--- config.mk ---
export PLATFORM = sky130hd
export DESIGN_NAME = csc_sqrt
export DESIGN_NICKNAME = d
export VERILOG_FILES = /design/src/rtl/core/csc_pkg.sv /design/src/rtl/core/csc_sqrt.sv
export SDC_FILE = /design/constraint.sdc
export NUM_CORES = 2
export LEC_CHECK = 0
export BUFFER_PORTS_ARGS = -buffer_cell sky130_fd_sc_hd__clkbuf_2
export CAP_MARGIN = 20
export CORE_UTILIZATION = 63
export DETAILED_ROUTE_END_ITERATION = 6
export PLACE_DENSITY_LB_ADDON = 0.12
export SLEW_MARGIN = 20
export SYNTH_ARGS = -nofsm -noshare
export SYNTH_HDL_FRONTEND = slang
export SYNTH_SLANG_ARGS = --single-unit
--- constraint.sdc ---
create_clock -name clk_i -period 4.7 [get_ports clk_i]
set_input_delay 0.94 -clock clk_i [delete_from_list [all_inputs] [get_ports clk_i]]
set_output_delay 0.94 -clock clk_i [all_outputs]
set_load 0.1 [all_outputs]
--- src/rtl/core/csc_pkg.sv ---
// Shared widths, types and codes for the circle/segment contact pipeline.
package csc_pkg;

  localparam int CoordW  = 16;
  localparam int RadW    = 13;
  localparam int TolW    = 12;
  localparam logic [TolW-1:0] TolReset = TolW'(16);

  localparam int DiffW   = CoordW + 1;
  localparam int ProdW   = 2 * DiffW;
  localparam int DotW    = ProdW + 1;
  localparam int NormW   = DotW - 1;
  localparam int NumW    = DiffW + DotW;
  localparam int DivNW   = NumW + 2;
  localparam int QW      = CoordW + 2;
  localparam int PW      = CoordW + 3;
  localparam int PSqW    = 2 * PW;
  localparam int SqrtInW = 2 * QW;
  localparam int SqrtRW  = SqrtInW + 1;
  localparam int RootW   = QW + 1;
  localparam int ReachW  = RadW + 1;
  localparam int LimW    = 2 * ReachW + 1;
  localparam int Lanes   = 3;

  typedef enum logic [1:0] {
    CauseMiss,
    CauseStart,
    CauseEnd,
    CauseBody
  } cause_e;

  typedef struct packed {
    logic signed [CoordW-1:0] sx, sy, ex, ey, cx, cy;
  } coord_t;

  typedef struct packed {
    coord_t           c;
    logic [LimW-1:0]  lim;
    logic [NormW-1:0] n;
    logic             neg_x;
    logic             neg_y;
    logic             hit_s;
    logic             hit_e;
  } div_side_t;

  typedef struct packed {
    logic hit_s;
    logic hit_e;
    logic nz;
    logic near;
  } sqrt_tail_t;

endpackage

--- src/rtl/core/csc_sqrt.sv ---
// Pipelined square root, three lanes, one root bit per stage, rounded to nearest.
module csc_sqrt import csc_pkg::*; (
  input  logic               clk_i,
  input  logic               rst_ni,
  input  logic               en_i,
  input  logic               valid_i,
  input  sqrt_tail_t         tail_i,
  input  logic [SqrtInW-1:0] rad_i  [Lanes],
  output logic               valid_o,
  output sqrt_tail_t         tail_o,
  output logic [RootW-1:0]   root_o [Lanes]
);

  logic [QW+1:0]     vld_q;
  logic [SqrtRW-1:0] r_q   [QW+1][Lanes];
  logic [QW-1:0]     q_q   [QW+1][Lanes];
  sqrt_tail_t        tail_q[QW+2];
  logic [RootW-1:0]  root_q[Lanes];

  always_ff @(posedge clk_i or negedge rst_ni) begin
    if (!rst_ni) begin
      vld_q[0]    <= 1'b0;
      vld_q[QW+1] <= 1'b0;
    end else if (en_i) begin
      vld_q[0]    <= valid_i;
      vld_q[QW+1] <= vld_q[QW];
    end
  end

  always_ff @(posedge clk_i) begin
    if (en_i) begin
      for (int l = 0; l < Lanes; l++) begin
        r_q[0][l]  <= SqrtRW'(rad_i[l]);
        q_q[0][l]  <= '0;
        root_q[l]  <= RootW'(q_q[QW][l]) + RootW'(r_q[QW][l] > SqrtRW'(q_q[QW][l]));
      end
      tail_q[0]    <= tail_i;
      tail_q[QW+1] <= tail_q[QW];
    end
  end

  for (genvar k = 0; k < QW; k++) begin : g_stage
    localparam int B = QW - 1 - k;
    logic [SqrtRW-1:0] trial [Lanes];
    logic [Lanes-1:0]  sel;

    for (genvar l = 0; l < Lanes; l++) begin : g_lane
      assign trial[l] = (SqrtRW'(q_q[k][l]) << (B + 1)) + (SqrtRW'(1) << (2 * B));
      assign sel[l]   = r_q[k][l] >= trial[l];
    end

    always_ff @(posedge clk_i or negedge rst_ni) begin
      if (!rst_ni) begin
        vld_q[k+1] <= 1'b0;
      end else if (en_i) begin
        vld_q[k+1] <= vld_q[k];
      end
    end

    always_ff @(posedge clk_i) begin
      if (en_i) begin
        for (int l = 0; l < Lanes; l++) begin
          r_q[k+1][l] <= sel[l] ? r_q[k][l] - trial[l] : r_q[k][l];
          q_q[k+1][l] <= q_q[k][l] | (QW'(sel[l]) << B);
        end
        tail_q[k+1] <= tail_q[k];
      end
    end
  end

  assign valid_o = vld_q[QW+1];
  assign tail_o  = tail_q[QW+1];
  assign root_o  = root_q;

endmodule

==> summary.txt <==
Clock network
  • Total CTS buffers: 298
  • CTS tree: yes
  • Resized Gates After CTS: 0
  • Htree depth: 5
  • Post-CTS Hold Buffers: 1
  • Root Driver: clkbuf_16
  • # clock sinks: 2776
  • Clock buffer depth: 4
  • Clock Latency Late Sink: 0.95 ns
  • Clock Pin Slew Worst Setup and Hold Paths: 0.06 ns
  • Post-CTS setup buffers: 0

Floorplanning
  • Chip Width: 455 um
  • Num ports: 178
  • Row Count: 165
  • Starting Density: 63.7%
  • Die footprint: 207000 um2
  • Die Height: 455 um
  • Core ar.: 203000 um2

Synthesis
  • Yosys reg bits: 2776
  • Post-Synthesis Cells: 9903
  • Mapped Area: 129000 um2
  • Yosys cell types: 91
  • Warnings from Yosys: 0
  • Syn Area/Cell: 13.1 um2
  • Synth Flop Type: edfxtp_1
  • Seq/Total Area, Yosys: 64.4%
  • Post-synth EDFFs: 2756
  • Ys async rst share: 0.720%

Timing
  • Setup-failing EPs final: 0
  • Final min period: 3.79 ns
  • Slew HR: 25.7%
  • Setup Skew: 0.0627 ns
  • FMAX: 0.264 GHz
  • Final Cycle Share: 80.7%
  • Fin. Hold Viols: 0
  • Setup WS post-layout: 0.909 ns
  • RSZ-0062 raised after global routing: no
  • Actual slew at the worst max-slew pin: 1.09 ns
  • Pins Over Slew Limit: 0
  • TNS Setup: 0 ns

Critical path
  • Crit-path slowest cell: or4_1
  • Crit path launch: r_q[14][83]
  • Worst flop-to-flop path endpoint: r_q[15][98]
  • CP bufs+invs: 1
  • CP max FO: 19
  • Slowest stage delay, CP: 0.52 ns
  • Worst reg2reg setup slack: 0.91 ns
  • Critical Path AT: 4.42 ns
  • Type of origin of the critical path: register
  • Worst path top cell family by delay: simple AND/OR/NAND/NOR gates
  • Reg2Reg Depth: 10
  • Setup crit end kind: register
  • Crit-path cells: ha_1 -> or4b_1 -> or4_1 -> o211ai_1 -> o21ba_2 -> o31a_1 -> inv_2 -> o211ai_1 -> or4_1 -> xnor2_1
  • Crit Reg-Reg Startpoint: r_q[14][83]
  • Crit path required time: 5.33 ns
  • Kind of critical path: reg -> reg

Pwr
  • Peak VDD IR: 0.460 mV
  • PD cells: 451 nW/um2
  • Static Leak: 54.7 nW

Placed design
  • Inst Count DP: 12700
  • Routability congestion estimate from global placement: 0.966
  • Pre-CTS setup slack: 0.933 ns
  • PortBufs: 177
  • DP HPWL: 172000 um

Global routing
  • Global-route wire length before repair: 376000 um
  • Antenna violations before repair: 2
  • Vias in the first global route: 75900
  • Final global-route overflow total: 0
  • Gr usage total: 22.5%
  • Largest net degree at the start of global routing: 116

Detailed routing
  • Via Count: 76400
  • Drt total wl: 235000 um
  • Routed len/inst: 17.7 um
  • Post-route ant nets: 0
  • Initial DRC count: 5082
  • Avg Vias per Cell: 5.76
  • Number of remaining DRC errors: 0
  • DR pass1 iterations: 6

Hold path
  • WHS Path Cells: 1
  • Worst hold endpoint: r_q[0][53]
  • Min-Delay Startpoint: rad_i[52]
  • Hold WC Path Type: in -> reg

Status
  • Status: finished clean

Final layout
  • Post-Layout Cell Count: 13300
  • Share of cells above drive strength 1: 8.49%
  • Commonest cells after routing, fill and taps aside: edfxtp_1, inv_1, nand2_1
  • Nets: 11100
  • Area grow syn2layout: 11.3%
  • Most common cell after layout, fill and taps aside: edfxtp_1

Job
  • Max_cap viols: 0
logic make-up (layout without fill, tap and decap cells):
kind of cell,after synthesis,in the layout,share of synthesized area [%]
fa+ha+maj,621,621,6.01
xor+xnor,947,947,6.42
buf+inv,917,1598,2.70
compound gates,1696,1696,8.20
flops,2776,2776,64.4
other cells,1,4,0.00290
mux,99,99,0.846
simple gates,2846,2846,11.4
area by class of cell:
class                           instances  area, um2
Antenna cell                            1       2.50
Fill cell                           13500      59100
Timing Repair Buffer                  307       2320
Sequential cell                      2776      83300
Tap cell                             2672       3340
Multi-Input combinational cell       6212      42600
Inverter                              779       2920
Clock inverter                        167       1620
Clock buffer                          345       7760
synth_stat cells (all sizes together) (15+ instances only):
cell | number | area (um2)
nand2b | 140 | 876
xnor2 | 511 | 4480
nor2b | 99 | 619
and3 | 35 | 219
nand4 | 113 | 707
and4 | 19 | 166
mux2i | 17 | 170
or4 | 86 | 646
and4b | 15 | 150
a31oi | 27 | 169
inv | 779 | 2920
nor2 | 546 | 2050
a211o | 21 | 184
a21boi | 20 | 150
o31ai | 76 | 571
or2 | 43 | 269
nor3 | 285 | 1430
a21oi | 457 | 2290
o21a | 114 | 856
a2111oi | 19 | 186
nor4 | 313 | 1960
clkbuf | 107 | 403
dfrtp | 20 | 500
xor2 | 436 | 3820
buf | 31 | 159
o211ai | 37 | 283
or3 | 120 | 751
o2111ai | 16 | 140
mux2 | 82 | 923
o21ai | 507 | 2540
and2 | 37 | 231
o21bai | 39 | 293
nand3b | 36 | 274
a211oi | 52 | 420
edfxtp | 2756 | 82800
nor3b | 21 | 158
nand2 | 682 | 2560
a21o | 184 | 1380
nand3 | 167 | 836
nand4b | 24 | 210
ha | 621 | 7770
o41ai | 15 | 131
nor4b | 38 | 345
worst max-delay path by stage:
stage	end	depth (start not counted)
3_5_place_dp	r_q[15][98]	10
2_1_floorplan	r_q[15][98]	11
6_report	r_q[15][98]	10
5_1_grt	r_q[17][29]	10
3_3_place_gp	r_q[15][98]	10
4_1_cts	r_q[15][98]	10
routing by layer:
layer / track usage, % / share of wire, % / up-vias
li1: - / - / 37900
met2: 40.0 / 50 / 1910
met4: 12.4 / 5.5 / 2
met5: 0 / 0.0051 / -
met3: 2.78 / 3.6 / 644
met1: 26.5 / 41 / 35900
state kept, by name, summed over array words and instances, names as in the netlist:
signal	cells
root_o	57
r_q	2106
valid_o	1
tail_q	80
vld_q	19
q_q	513
worst register-to-register path, stage by stage, from the launching register on:
cell and delay, ns:
edfxtp_1 0.41, ha_1 0.43, or4b_1 0.49, or4_1 0.52, o211ai_1 0.21, o21ba_2 0.19
o31a_1 0.35, inv_2 0.13, o211ai_1 0.20, or4_1 0.47, xnor2_1 0.14
through the flow:
step | hold slack, ns | power (mW) | instance area [um2] | utilization [%]
2_1_floorplan | 0.400 | 39.7 | 129000 | -
3_3_place_gp | 0.400 | 42.4 | 134000 | 66.2
3_5_place_dp | 0.405 | 42.8 | 134000 | 66.2
4_1_cts | 0.0806 | 65.3 | 144000 | 70.9
5_1_grt | 0.102 | 67.6 | 144000 | 70.9
6_report | 0.160 | 64.8 | 144000 | 70.9
where the power goes:
part           switching [mW]  internal, mW  total, mW
clock                    8.94          13.4       22.4
combinational            5.63          4.13       9.76
sequential               1.91          30.8       32.7
total                    16.5          48.3       64.8
(Power assumes the default switching activity.)
